--- src/rtl/core/mic_pkg.sv ---
// ----------------------------------------------------------------------------
// mic_pkg
// Shared types and constants for the magnetometer iron calibration core.
// ----------------------------------------------------------------------------
package mic_pkg;

  localparam int AXES   = 3;
  localparam int AXIS_W = 2;
  localparam int CFG_W  = 16;
  localparam int SEEN_W = 16;

  localparam logic [CFG_W-1:0] CFG_RESET = 16'd256;

  typedef logic [AXIS_W-1:0] mic_axis_t;

  typedef enum logic [3:0] {
    ST_IDLE,
    ST_COEF,
    ST_NUM,
    ST_SUB,
    ST_MUL,
    ST_DIV_START,
    ST_DIV_WAIT,
    ST_OUT
  } mic_state_t;

  typedef struct packed {
    logic      accept;
    logic      coef_load;
    logic      num_load;
    logic      sub_load;
    logic      mul_load;
    logic      div_start;
    logic      res_load;
    logic      res_zero;
    logic      out_load;
    mic_axis_t axis;
  } mic_cmd_t;

  typedef struct packed {
    logic cal_eff;
    logic cal_end;
    logic div_done;
    logic dvs_zero;
    logic out_free;
  } mic_sts_t;

endpackage

--- src/rtl/core/mic_in_if.sv ---
// ----------------------------------------------------------------------------
// mic_in_if
// Raw sample channel: three axis samples and a restart flag.
// ----------------------------------------------------------------------------
interface mic_in_if #(
  parameter int SAMPLE_BITS = 16
);
  logic                          valid;
  logic                          ready;
  logic signed [SAMPLE_BITS-1:0] raw_x;
  logic signed [SAMPLE_BITS-1:0] raw_y;
  logic signed [SAMPLE_BITS-1:0] raw_z;
  logic                          restart;

  modport source (output valid, raw_x, raw_y, raw_z, restart, input ready);
  modport sink   (input valid, raw_x, raw_y, raw_z, restart, output ready);
endinterface

--- src/rtl/core/mic_out_if.sv ---
// ----------------------------------------------------------------------------
// mic_out_if
// Corrected sample channel: three corrected axes and a per-axis fault mask.
// ----------------------------------------------------------------------------
interface mic_out_if #(
  parameter int SAMPLE_BITS = 16
);
  logic                          valid;
  logic                          ready;
  logic signed [SAMPLE_BITS-1:0] corr_x;
  logic signed [SAMPLE_BITS-1:0] corr_y;
  logic signed [SAMPLE_BITS-1:0] corr_z;
  logic [2:0]                    fault_mask;

  modport source (output valid, corr_x, corr_y, corr_z, fault_mask, input ready);
  modport sink   (input valid, corr_x, corr_y, corr_z, fault_mask, output ready);
endinterface

--- src/rtl/core/mic_div.sv ---
// ----------------------------------------------------------------------------
// mic_div
// Unsigned restoring divider, one quotient bit per cycle.
// ----------------------------------------------------------------------------
module mic_div #(
  parameter int DW = 30,
  parameter int VW = 15
) (
  input  logic          clk,
  input  logic          rst_n,
  input  logic          start,
  input  logic [DW-1:0] dividend,
  input  logic [VW-1:0] divisor,
  output logic          done,
  output logic [DW-1:0] quotient
);
  localparam int CW = $clog2(DW + 1);

  logic          busy_r;
  logic          done_r;
  logic [CW-1:0] cnt_r;
  logic [DW-1:0] quo_r;
  logic [VW:0]   rem_r;
  logic [VW-1:0] dvs_r;

  logic [VW:0]   rem_sh;
  logic          ge;
  logic [VW:0]   rem_nxt;
  logic [DW-1:0] quo_nxt;

  assign rem_sh  = {rem_r[VW-1:0], quo_r[DW-1]};
  assign ge      = rem_sh >= {1'b0, dvs_r};
  assign rem_nxt = ge ? (rem_sh - {1'b0, dvs_r}) : rem_sh;
  assign quo_nxt = {quo_r[DW-2:0], ge};

  always_ff @(posedge clk) begin
    if (!rst_n) begin
      busy_r <= 1'b0;
      done_r <= 1'b0;
      cnt_r  <= '0;
    end else if (start) begin
      busy_r <= 1'b1;
      done_r <= 1'b0;
      cnt_r  <= CW'(DW);
    end else if (busy_r) begin
      cnt_r <= cnt_r - CW'(1);
      if (cnt_r == CW'(1)) begin
        busy_r <= 1'b0;
        done_r <= 1'b1;
      end
    end else begin
      done_r <= 1'b0;
    end
  end

  always_ff @(posedge clk) begin
    if (start) begin
      quo_r <= dividend;
      rem_r <= '0;
      dvs_r <= divisor;
    end else if (busy_r) begin
      quo_r <= quo_nxt;
      rem_r <= rem_nxt;
    end
  end

  assign done     = done_r;
  assign quotient = quo_r;

  a_rem_below_dvs: assert property (@(posedge clk) disable iff (!rst_n)
    busy_r |-> (rem_r < {1'b0, dvs_r}))
    else $error("divider remainder not below divisor");

  a_no_restart_busy: assert property (@(posedge clk) disable iff (!rst_n)
    start |-> !busy_r)
    else $error("divider started while busy");

  a_done_after_busy: assert property (@(posedge clk) disable iff (!rst_n)
    $rose(done_r) |-> $fell(busy_r))
    else $error("divider done without finishing");

endmodule

--- src/rtl/core/mic_ctrl.sv ---
// ----------------------------------------------------------------------------
// mic_ctrl
// Sequencer: calibration bookkeeping, coefficient computation and the
// per-axis subtract, multiply, divide sequence.
// ----------------------------------------------------------------------------
module mic_ctrl (
  input  logic              clk,
  input  logic              rst_n,
  input  logic              in_valid,
  output logic              in_ready,
  input  mic_pkg::mic_sts_t sts,
  output mic_pkg::mic_cmd_t cmd
);
  import mic_pkg::*;

  mic_state_t state_r, state_nxt;
  mic_axis_t  axis_r, axis_nxt;

  always_ff @(posedge clk) begin
    if (!rst_n) begin
      state_r <= ST_IDLE;
      axis_r  <= '0;
    end else begin
      state_r <= state_nxt;
      axis_r  <= axis_nxt;
    end
  end

  always_comb begin
    state_nxt = state_r;
    axis_nxt  = axis_r;
    unique case (state_r)
      ST_IDLE: begin
        axis_nxt = '0;
        if (in_valid) begin
          if (sts.cal_eff) begin
            state_nxt = ST_SUB;
          end else if (sts.cal_end) begin
            state_nxt = ST_COEF;
          end
        end
      end
      ST_COEF:      state_nxt = ST_NUM;
      ST_NUM:       state_nxt = ST_IDLE;
      ST_SUB:       state_nxt = ST_MUL;
      ST_MUL:       state_nxt = ST_DIV_START;
      ST_DIV_START: begin
        if (sts.dvs_zero) begin
          axis_nxt  = (axis_r == AXIS_W'(AXES - 1)) ? '0 : axis_r + AXIS_W'(1);
          state_nxt = (axis_r == AXIS_W'(AXES - 1)) ? ST_OUT : ST_SUB;
        end else begin
          state_nxt = ST_DIV_WAIT;
        end
      end
      ST_DIV_WAIT: begin
        if (sts.div_done) begin
          axis_nxt  = (axis_r == AXIS_W'(AXES - 1)) ? '0 : axis_r + AXIS_W'(1);
          state_nxt = (axis_r == AXIS_W'(AXES - 1)) ? ST_OUT : ST_SUB;
        end
      end
      ST_OUT: begin
        if (sts.out_free) begin
          state_nxt = ST_IDLE;
        end
      end
      default: state_nxt = ST_IDLE;
    endcase
  end

  always_comb begin
    cmd      = '0;
    cmd.axis = axis_r;
    in_ready = 1'b0;
    unique case (state_r)
      ST_IDLE: begin
        in_ready   = 1'b1;
        cmd.accept = in_valid;
      end
      ST_COEF:      cmd.coef_load = 1'b1;
      ST_NUM:       cmd.num_load  = 1'b1;
      ST_SUB:       cmd.sub_load  = 1'b1;
      ST_MUL:       cmd.mul_load  = 1'b1;
      ST_DIV_START: begin
        cmd.res_zero  = sts.dvs_zero;
        cmd.div_start = !sts.dvs_zero;
      end
      ST_DIV_WAIT:  cmd.res_load = sts.div_done;
      ST_OUT:       cmd.out_load = sts.out_free;
      default: ;
    endcase
  end

  a_axis_range: assert property (@(posedge clk) disable iff (!rst_n)
    axis_r <= AXIS_W'(AXES - 1))
    else $error("axis index out of range");

  a_axis_held: assert property (@(posedge clk) disable iff (!rst_n)
    (state_r == ST_DIV_WAIT && !sts.div_done) |=> $stable(axis_r))
    else $error("axis changed during division");

endmodule

--- src/rtl/core/mic_dp.sv ---
// ----------------------------------------------------------------------------
// mic_dp
// Datapath: min/max tracking, coefficients, shared multiplier, divider
// operands and the output register.
// ----------------------------------------------------------------------------
module mic_dp #(
  parameter int SB = 16
) (
  input  logic                         clk,
  input  logic                         rst_n,
  input  mic_pkg::mic_cmd_t            cmd,
  output mic_pkg::mic_sts_t            sts,
  input  logic                         cfg_we,
  input  logic [mic_pkg::CFG_W-1:0]    cfg_wdata,
  input  logic signed [SB-1:0]         raw_x,
  input  logic signed [SB-1:0]         raw_y,
  input  logic signed [SB-1:0]         raw_z,
  input  logic                         restart,
  output logic                         div_start,
  output logic [2*SB-3:0]              div_dividend,
  output logic [SB-2:0]                div_divisor,
  input  logic                         div_done,
  input  logic [2*SB-3:0]              div_quotient,
  input  logic                         out_ready,
  output logic                         out_valid,
  output logic signed [SB-1:0]         corr_x,
  output logic signed [SB-1:0]         corr_y,
  output logic signed [SB-1:0]         corr_z,
  output logic [2:0]                   fault_mask
);
  import mic_pkg::*;

  localparam int PW  = 2 * SB;
  localparam int MW  = 2 * SB - 2;
  localparam int DVW = SB - 1;
  localparam int NK  = SB + 2;
  localparam int NPW = 2 * SB + 2;
  localparam logic signed [SB-1:0] S_MAX = {1'b0, {(SB-1){1'b1}}};
  localparam logic signed [SB-1:0] S_MIN = {1'b1, {(SB-1){1'b0}}};
  // ceil(2^NK / 3): exact floor division by 3 for sums below 2^(SB+1)
  localparam logic [SB:0] NUM_RECIP = (SB+1)'(((64'd1 << NK) + 64'd2) / 64'd3);

  logic [CFG_W-1:0]     cfg_r;
  logic [SEEN_W-1:0]    seen_r;
  logic                 cal_r;
  logic signed [SB-1:0] max_r [AXES];
  logic signed [SB-1:0] min_r [AXES];
  logic signed [SB-1:0] smp_r [AXES];
  logic signed [SB-1:0] off_r [AXES];
  logic [DVW-1:0]       dvs_r [AXES];
  logic [DVW-1:0]       num_r;
  logic signed [SB-1:0] t_r;
  logic signed [PW-1:0] prod_r;
  logic                 neg_r;
  logic signed [SB-1:0] res_r [AXES];
  logic [AXES-1:0]      flt_r;
  logic                 out_valid_r;

  logic signed [SB-1:0] raw [AXES];
  logic signed [SB-1:0] max_nxt [AXES];
  logic signed [SB-1:0] min_nxt [AXES];
  logic signed [SB:0]   mm_sum [AXES];
  logic signed [SB:0]   mm_dif [AXES];
  logic [SEEN_W-1:0]    seen_nxt;
  logic [SB:0]          dvs_sum;
  logic [NPW-1:0]       num_prod;
  logic signed [PW-1:0] t_ext;
  logic signed [PW-1:0] n_ext;
  logic [PW-1:0]        prod_mag;
  logic [MW-1:0]        quo_sgn;

  assign raw[0] = raw_x;
  assign raw[1] = raw_y;
  assign raw[2] = raw_z;

  always_comb begin
    for (int a = 0; a < AXES; a++) begin
      logic signed [SB-1:0] mx;
      logic signed [SB-1:0] mn;
      mx         = restart ? S_MIN : max_r[a];
      mn         = restart ? S_MAX : min_r[a];
      max_nxt[a] = (raw[a] > mx) ? raw[a] : mx;
      min_nxt[a] = (raw[a] < mn) ? raw[a] : mn;
      mm_sum[a]  = {max_r[a][SB-1], max_r[a]} + {min_r[a][SB-1], min_r[a]};
      mm_dif[a]  = {max_r[a][SB-1], max_r[a]} - {min_r[a][SB-1], min_r[a]};
    end
  end

  assign seen_nxt = (restart ? '0 : seen_r) + SEEN_W'(1);
  assign dvs_sum  = (SB+1)'(dvs_r[0]) + (SB+1)'(dvs_r[1]) + (SB+1)'(dvs_r[2]);
  assign num_prod = NPW'(dvs_sum) * NPW'(NUM_RECIP);
  assign t_ext    = PW'(t_r);
  assign n_ext    = $signed({{(PW-DVW){1'b0}}, num_r});
  assign prod_mag = prod_r[PW-1] ? PW'(-prod_r) : PW'(prod_r);
  assign quo_sgn  = neg_r ? (~div_quotient + MW'(1)) : div_quotient;

  assign sts.cal_eff  = cal_r && !restart;
  assign sts.cal_end  = (seen_nxt >= cfg_r) || (seen_nxt == '0);
  assign sts.div_done = div_done;
  assign sts.dvs_zero = (dvs_r[cmd.axis] == '0);
  assign sts.out_free = !out_valid_r || out_ready;

  assign div_start    = cmd.div_start;
  assign div_dividend = prod_mag[MW-1:0];
  assign div_divisor  = dvs_r[cmd.axis];

  always_ff @(posedge clk) begin
    if (!rst_n) begin
      cfg_r       <= CFG_RESET;
      seen_r      <= '0;
      cal_r       <= 1'b0;
      out_valid_r <= 1'b0;
      for (int a = 0; a < AXES; a++) begin
        max_r[a] <= S_MIN;
        min_r[a] <= S_MAX;
      end
    end else begin
      if (cfg_we) begin
        cfg_r <= cfg_wdata;
      end
      if (cmd.accept && !sts.cal_eff) begin
        seen_r <= seen_nxt;
        cal_r  <= 1'b0;
        for (int a = 0; a < AXES; a++) begin
          max_r[a] <= max_nxt[a];
          min_r[a] <= min_nxt[a];
        end
      end
      if (cmd.num_load) begin
        cal_r <= 1'b1;
      end
      if (cmd.out_load) begin
        out_valid_r <= 1'b1;
      end else if (out_ready) begin
        out_valid_r <= 1'b0;
      end
    end
  end

  always_ff @(posedge clk) begin
    if (cmd.accept) begin
      for (int a = 0; a < AXES; a++) begin
        smp_r[a] <= raw[a];
      end
    end
    if (cmd.coef_load) begin
      for (int a = 0; a < AXES; a++) begin
        off_r[a] <= mm_sum[a][SB:1];
        dvs_r[a] <= mm_dif[a][SB-1:1];
      end
    end
    if (cmd.num_load) begin
      num_r <= num_prod[NK +: DVW];
    end
    if (cmd.sub_load) begin
      t_r <= smp_r[cmd.axis] - off_r[cmd.axis];
    end
    if (cmd.mul_load) begin
      prod_r <= t_ext * n_ext;
    end
    if (cmd.div_start) begin
      neg_r <= prod_r[PW-1];
    end
    if (cmd.res_load) begin
      res_r[cmd.axis] <= quo_sgn[SB-1:0];
      flt_r[cmd.axis] <= 1'b0;
    end
    if (cmd.res_zero) begin
      res_r[cmd.axis] <= '0;
      flt_r[cmd.axis] <= 1'b1;
    end
    if (cmd.out_load) begin
      corr_x     <= res_r[0];
      corr_y     <= res_r[1];
      corr_z     <= res_r[2];
      fault_mask <= flt_r;
    end
  end

  assign out_valid = out_valid_r;

  a_minmax_order: assert property (@(posedge clk) disable iff (!rst_n)
    (seen_r != '0) |-> (max_r[0] >= min_r[0] && max_r[1] >= min_r[1] &&
                        max_r[2] >= min_r[2]))
    else $error("axis min above max after calibration sample");

  a_cal_source: assert property (@(posedge clk) disable iff (!rst_n)
    $rose(cal_r) |-> $past(cmd.num_load))
    else $error("calibrated set without coefficient load");

  a_out_hold: assert property (@(posedge clk) disable iff (!rst_n)
    (out_valid_r && !out_ready) |=> $stable(corr_x) && $stable(fault_mask))
    else $error("pending result overwritten");

endmodule

--- src/rtl/core/magnetometer_iron_calibration_core.sv ---
// ----------------------------------------------------------------------------
// magnetometer_iron_calibration_core
// Hard/soft iron calibration of three-axis magnetometer samples by min/max.
// ----------------------------------------------------------------------------
// The first cfg_wdata-programmed number of samples (default 256), or the
// samples from a restart onward, only update the per-axis min/max and give
// no transaction on the output channel. A calibration sample is accepted in
// the idle state; after the last one the offsets and divisors, and then the
// shared numerator, are formed. Every later sample gives one output
// transaction and waits on the bit-serial divider that the three axes share,
// one quotient bit per cycle; an axis with a zero divisor skips its division,
// outputs 0 and sets its fault bit. A result waiting on the output does not
// block the next sample until that sample needs the output register.
// ----------------------------------------------------------------------------
module magnetometer_iron_calibration_core #(
  parameter int SAMPLE_BITS = 16
) (
  input  logic                      clk,
  input  logic                      rst_n,
  mic_in_if.sink                    in_chan,
  mic_out_if.source                 out_chan,
  input  logic                      cfg_we,
  input  logic [mic_pkg::CFG_W-1:0] cfg_wdata
);
  import mic_pkg::*;

  localparam int MW  = 2 * SAMPLE_BITS - 2;
  localparam int DVW = SAMPLE_BITS - 1;

  mic_cmd_t       cmd;
  mic_sts_t       sts;
  logic           div_start;
  logic [MW-1:0]  div_dividend;
  logic [DVW-1:0] div_divisor;
  logic           div_done;
  logic [MW-1:0]  div_quotient;

  mic_ctrl u_ctrl (
    .clk      (clk),
    .rst_n    (rst_n),
    .in_valid (in_chan.valid),
    .in_ready (in_chan.ready),
    .sts      (sts),
    .cmd      (cmd)
  );

  mic_div #(
    .DW (MW),
    .VW (DVW)
  ) u_div (
    .clk      (clk),
    .rst_n    (rst_n),
    .start    (div_start),
    .dividend (div_dividend),
    .divisor  (div_divisor),
    .done     (div_done),
    .quotient (div_quotient)
  );

  mic_dp #(
    .SB (SAMPLE_BITS)
  ) u_dp (
    .clk          (clk),
    .rst_n        (rst_n),
    .cmd          (cmd),
    .sts          (sts),
    .cfg_we       (cfg_we),
    .cfg_wdata    (cfg_wdata),
    .raw_x        (in_chan.raw_x),
    .raw_y        (in_chan.raw_y),
    .raw_z        (in_chan.raw_z),
    .restart      (in_chan.restart),
    .div_start    (div_start),
    .div_dividend (div_dividend),
    .div_divisor  (div_divisor),
    .div_done     (div_done),
    .div_quotient (div_quotient),
    .out_ready    (out_chan.ready),
    .out_valid    (out_chan.valid),
    .corr_x       (out_chan.corr_x),
    .corr_y       (out_chan.corr_y),
    .corr_z       (out_chan.corr_z),
    .fault_mask   (out_chan.fault_mask)
  );

endmodule
--- src/flat_wrapper.sv ---
// flat-port wrapper written by rule: the top's interface ports become plain ports
module magnetometer_iron_calibration_core_flat import mic_pkg::*;
#(
  parameter int SAMPLE_BITS = 16
)
  (clk, rst_n, cfg_we, cfg_wdata, in_chan_valid, in_chan_raw_x, in_chan_raw_y, in_chan_raw_z, in_chan_restart, in_chan_ready, out_chan_valid, out_chan_corr_x, out_chan_corr_y, out_chan_corr_z, out_chan_fault_mask, out_chan_ready);
  mic_in_if #(.SAMPLE_BITS(SAMPLE_BITS)) in_chan_i ();
  mic_out_if #(.SAMPLE_BITS(SAMPLE_BITS)) out_chan_i ();
  input  logic clk;
  input  logic rst_n;
  input  logic cfg_we;
  input  logic [mic_pkg::CFG_W-1:0] cfg_wdata;
  input wire logic [$bits(in_chan_i.valid)-1:0] in_chan_valid;
  input wire logic [$bits(in_chan_i.raw_x)-1:0] in_chan_raw_x;
  input wire logic [$bits(in_chan_i.raw_y)-1:0] in_chan_raw_y;
  input wire logic [$bits(in_chan_i.raw_z)-1:0] in_chan_raw_z;
  input wire logic [$bits(in_chan_i.restart)-1:0] in_chan_restart;
  output wire logic [$bits(in_chan_i.ready)-1:0] in_chan_ready;
  output wire logic [$bits(out_chan_i.valid)-1:0] out_chan_valid;
  output wire logic [$bits(out_chan_i.corr_x)-1:0] out_chan_corr_x;
  output wire logic [$bits(out_chan_i.corr_y)-1:0] out_chan_corr_y;
  output wire logic [$bits(out_chan_i.corr_z)-1:0] out_chan_corr_z;
  output wire logic [$bits(out_chan_i.fault_mask)-1:0] out_chan_fault_mask;
  input wire logic [$bits(out_chan_i.ready)-1:0] out_chan_ready;
  assign in_chan_i.valid = in_chan_valid;
  assign in_chan_i.raw_x = in_chan_raw_x;
  assign in_chan_i.raw_y = in_chan_raw_y;
  assign in_chan_i.raw_z = in_chan_raw_z;
  assign in_chan_i.restart = in_chan_restart;
  assign in_chan_ready = in_chan_i.ready;
  assign out_chan_valid = out_chan_i.valid;
  assign out_chan_corr_x = out_chan_i.corr_x;
  assign out_chan_corr_y = out_chan_i.corr_y;
  assign out_chan_corr_z = out_chan_i.corr_z;
  assign out_chan_fault_mask = out_chan_i.fault_mask;
  assign out_chan_i.ready = out_chan_ready;
  magnetometer_iron_calibration_core #(.SAMPLE_BITS(SAMPLE_BITS)) u_core (.clk(clk), .rst_n(rst_n), .in_chan(in_chan_i), .out_chan(out_chan_i), .cfg_we(cfg_we), .cfg_wdata(cfg_wdata));
endmodule
--- config.mk ---
export PLATFORM = sky130hd
export DESIGN_NAME = magnetometer_iron_calibration_core_flat
export DESIGN_NICKNAME = d
export VERILOG_FILES = /design/src/rtl/core/mic_pkg.sv /design/src/rtl/core/mic_in_if.sv /design/src/rtl/core/mic_out_if.sv /design/src/rtl/core/mic_div.sv /design/src/rtl/core/mic_ctrl.sv /design/src/rtl/core/mic_dp.sv /design/src/rtl/core/magnetometer_iron_calibration_core.sv /design/src/flat_wrapper.sv
export SDC_FILE = /design/constraint.sdc
export NUM_CORES = 2
export LEC_CHECK = 0
export BUFFER_PORTS_ARGS = -buffer_cell sky130_fd_sc_hd__buf_4
export CAP_MARGIN = 15
export CELL_PAD_IN_SITES_DETAIL_PLACEMENT = 2
export CELL_PAD_IN_SITES_GLOBAL_PLACEMENT = 2
export CORE_MARGIN = 5
export CORE_UTILIZATION = 40
export DETAILED_ROUTE_END_ITERATION = 8
export PLACE_DENSITY = 0.88
export SYNTH_ARGS = -nofsm -noshare
export SYNTH_HDL_FRONTEND = slang
export SYNTH_SLANG_ARGS = --single-unit
--- constraint.sdc ---
create_clock -name clk -period 10.03 [get_ports clk]
set_input_delay 1.5045 -clock clk [delete_from_list [all_inputs] [get_ports clk]]
set_output_delay 1.5045 -clock clk [all_outputs]
set_load 0.1 [all_outputs]
==> results.sh <==
export IMPL_path_class="reg -> reg"
export IMPL_synth_compound_area_share_pct=9.95
export IMPL_final_cell_mix="646 x inv_1, 456 x ha_1, 445 x edfxtp_1, 351 x fa_1, 293 x nand2_1"
export IMPL_antenna_found_initial=13
export IMPL_synth_xor_area_share_pct=4.70
export IMPL_core_um2=107000
export IMPL_ant_nets=0
export IMPL_dp_cells=5635
export IMPL_min_period_ns=9.87
export IMPL_max_stage_delay_ns=0.56
export IMPL_num_fill_cells=11100
export IMPL_cap_violations=0
export IMPL_status="finished, final reports clean"
export IMPL_fin_cells=5766
export IMPL_wl_per_cell_um=33.9
export IMPL_clockRootBuffer="clkbuf_16"
export IMPL_path_clk_slew_ns=0.07
export IMPL_hpwl_um=127000
export IMPL_cts_sink_count=510
export IMPL_r2r_end="u_core.u_dp.num_r[14]$_DFFE_PP_"
export IMPL_syn_to_final_growth_pct=11.2
export IMPL_post_dp_cell_area_um2=45700
export IMPL_ctsHoldBuffers=0
export IMPL_max_slew_margin_pct=6.77
export IMPL_tns_ns=0
export IMPL_netlist_area_leader_share_pct=30.9
export IMPL_min_path_type="reg -> reg"
export IMPL_clock_skew_ns=0.0428
export IMPL_track_usage_pct=33.6
export IMPL_synth_seq_area_share_pct=33.9
export IMPL_final_common_cell="inv_1"
export IMPL_cts_buffers=66
export IMPL_worst_r2r_startpoint="u_core.u_dp.dvs_r[1][1]$_DFFE_PP_"
export IMPL_yosysUniqueCellTypes=74
export IMPL_worstSetupStartpointType="flop"
export IMPL_post_route_period_util_pct=98.4
export IMPL_cp_max_fo=4
export IMPL_finalSetupViolCount=0
export IMPL_wl_um=195000
export IMPL_r2r_slack_ns=0.16
export IMPL_place_gp_congestion=0.854
export IMPL_io_pins=123
export IMPL_vias_per_cell=6.17
export IMPL_fmax_mhz=101
export IMPL_grt_max_degree=93
export IMPL_reg2regPathDepth=36
export IMPL_crit_arrival_ns=10.35
export IMPL_vias=35600
export IMPL_stdcell_area_um2=48000
export IMPL_fin_nets=5177
export IMPL_io_buffers=122
export IMPL_cts_setup_buffers=0
export IMPL_finalHoldViolCount=0
export IMPL_ys_flop_type="edfxtp_1"
export IMPL_cts_buffer_depth=3
export IMPL_gr_total_overflow=0
export IMPL_synth_nets=5094
export IMPL_drive_gt1_share_pct=7.08
export IMPL_synth_top_area_cell="edfxtp_1"
export IMPL_hold_start="u_core.u_dp.res_r[2][5]$_DFFE_PP_"
export IMPL_htree_levels=3
export IMPL_slowest_stage="fa_1"
export IMPL_synthAdderAreaFrac_pct=29.5
export IMPL_yosys_area_share_simple_pct=12.7
export IMPL_required_ns=10.51
export IMPL_drtPass1Iterations=5
export IMPL_drv_slew=0
export IMPL_route_detailed_drc=0
export IMPL_synthesis_area_um2=43200
export IMPL_grt_pass1_wl_um=287000
export IMPL_grt_pass1_vias=41800
export IMPL_rsz0062_at_grt="no"
export IMPL_synthCells=4217
export IMPL_ys_ff_latch=510
export IMPL_die_y_um=339
export IMPL_async_flop_share_pct=0
export IMPL_start_util_pct=40.3
export IMPL_die_width_um=339
export IMPL_ys_top_cells_by_area="edfxtp_1 31%, fa_1 16%, ha_1 13%"
export IMPL_first_iter_violations=2815
export IMPL_yosysWarnings=0
export IMPL_synth_mux_area_fraction_pct=2.38
export IMPL_cts_tree="yes"
export IMPL_syn_area_per_cell_um2=10.2
export IMPL_hold_ws_ns=0.430
export IMPL_row_count=120
export IMPL_whs_path_depth=0
export IMPL_cp_end_kind="flop"
export IMPL_worst_slew_pin_slew_ns=1.40
export IMPL_synth_top_family_by_area="adder cells"
export IMPL_die_area_um2=115000
export IMPL_clk_latency_ns=0.69
export IMPL_synth_edff_count=445
export IMPL_hold_end="out_chan_corr_z[5]$_DFFE_PP_"
==> worst max-delay path: cells and delay by family, from the launching register on <==
family | cells | cell delay [ns]
buf+inv | 7 | 0.58
xor+xnor | 2 | 0.47
compound gates | 15 | 3.58
simple gates | 2 | 0.34
flops | 1 | 0.40
fa+ha+maj | 10 | 4.28
==> per-layer routing <==
| metal | track usage [%] | wire, µm | share of wire [%] | vias up |
|---|---|---|---|---|
| met5 | 0 | 43 | 0.022 | - |
| met4 | 29.0 | 21100 | 11 | 6 |
| met3 | 8.18 | 11300 | 5.8 | 1020 |
| met2 | 59.5 | 98500 | 50 | 1888 |
| met1 | 32.6 | 64200 | 33 | 18300 |
| li1 | - | - | - | 14400 |
==> layout make-up <==
type                            instances  area (µm²)  area share [%]
Sequential cell                       510       14700            30.5
Inverter                              646        2420            5.05
Clock inverter                         34         477           0.992
Multi-Input combinational cell       2914       25700            53.5
Timing Repair Buffer                  162        1220            2.53
Clock buffer                           87        1790            3.73
Tap cell                             1403        1760            3.65
Antenna cell                           10        25.0          0.0521
==> flip-flops by register name (all words and copies together), names as in the netlist, 16 cells and up, named ones only <==
signal	cells
u_core.u_dp.smp_r	48
out_chan_corr_x	16
out_chan_corr_z	16
u_core.u_dp.seen_r	16
u_core.u_dp.min_r	48
u_core.u_dp.dvs_r	45
out_chan_corr_y	16
u_core.u_dp.max_r	48
u_core.u_dp.cfg_r	16
u_core.u_div.quotient	30
u_core.u_dp.t_r	16
u_core.u_dp.off_r	48
u_core.u_dp.res_r	48
u_core.u_dp.prod_r	31
==> through the flow <==
| step | setup slack (ns) | utilization, % |
|---|---|---|
| final | 0.160 | 44.8 |
| after global routing | 0.0140 | 44.8 |
| after CTS | 0.00947 | 44.8 |
| after detailed placement | 0.0817 | 42.6 |
| after global placement | 0.986 | 42.6 |
| after floorplan | 1.43 | - |
==> Yosys cell counts (6+ instances only) <==
| master | instances |
|---|---|
| edfxtp_1 | 445 |
| mux2_2 | 13 |
| nand4_1 | 23 |
| nor3_1 | 51 |
| clkbuf_1 | 135 |
| nand3_1 | 71 |
| nor3b_1 | 9 |
| mux2i_1 | 88 |
| or3_1 | 17 |
| fa_1 | 351 |
| a21boi_0 | 21 |
| o31ai_1 | 48 |
| xor2_1 | 94 |
| nand2b_1 | 75 |
| o211ai_1 | 43 |
| xnor2_1 | 138 |
| inv_1 | 646 |
| buf_1 | 10 |
| and2_1 | 156 |
| a211oi_1 | 26 |
| nor4_1 | 25 |
| or4_1 | 10 |
| nor2_1 | 265 |
| o21ai_0 | 139 |
| a211o_1 | 9 |
| o21bai_1 | 21 |
| a21oi_1 | 164 |
| nand2_1 | 295 |
| a221oi_1 | 6 |
| dfxtp_1 | 65 |
| a21o_1 | 55 |
| and3_1 | 21 |
| a31oi_1 | 31 |
| a2111oi_0 | 8 |
| nor2b_1 | 67 |
| o2111ai_1 | 7 |
| o21a_1 | 36 |
| ha_1 | 456 |
==> how the worst max path moves through the flow <==
stage	to	slack, ns	startpoint
floorplan	u_core.u_dp.num_r[13]$_DFFE_PP_	1.43	u_core.u_dp.dvs_r[2][1]$_DFFE_PP_
global route	u_core.u_dp.num_r[14]$_DFFE_PP_	0.01	u_core.u_dp.dvs_r[1][1]$_DFFE_PP_
finish	u_core.u_dp.num_r[14]$_DFFE_PP_	0.16	u_core.u_dp.dvs_r[1][1]$_DFFE_PP_
detailed placement	u_core.u_dp.num_r[13]$_DFFE_PP_	0.08	u_core.u_dp.dvs_r[1][1]$_DFFE_PP_
global placement	u_core.u_dp.num_r[13]$_DFFE_PP_	0.99	u_core.u_dp.dvs_r[2][1]$_DFFE_PP_
CTS	u_core.u_dp.num_r[14]$_DFFE_PP_	0.009	u_core.u_dp.dvs_r[1][1]$_DFFE_PP_
==> kinds of logic (layout without fill, tap and decap cells) <==
group / Yosys count / after routing
xor+xnor: 232 / 232
flops: 510 / 510
mux: 101 / 101
other cells: 0 / 10
compound gates: 662 / 662
simple gates: 1112 / 1112
buf+inv: 793 / 929
fa+ha+maj: 807 / 807
==> timing repair <==
item	CTS	global route
setup endpoints to repair	4	4
pin swaps	0	3
resized for setup	3	5
gates cloned	0	0
Power is not shown: default switching activity piles up to over one toggle a cycle in this logic, so the estimate is an artifact.
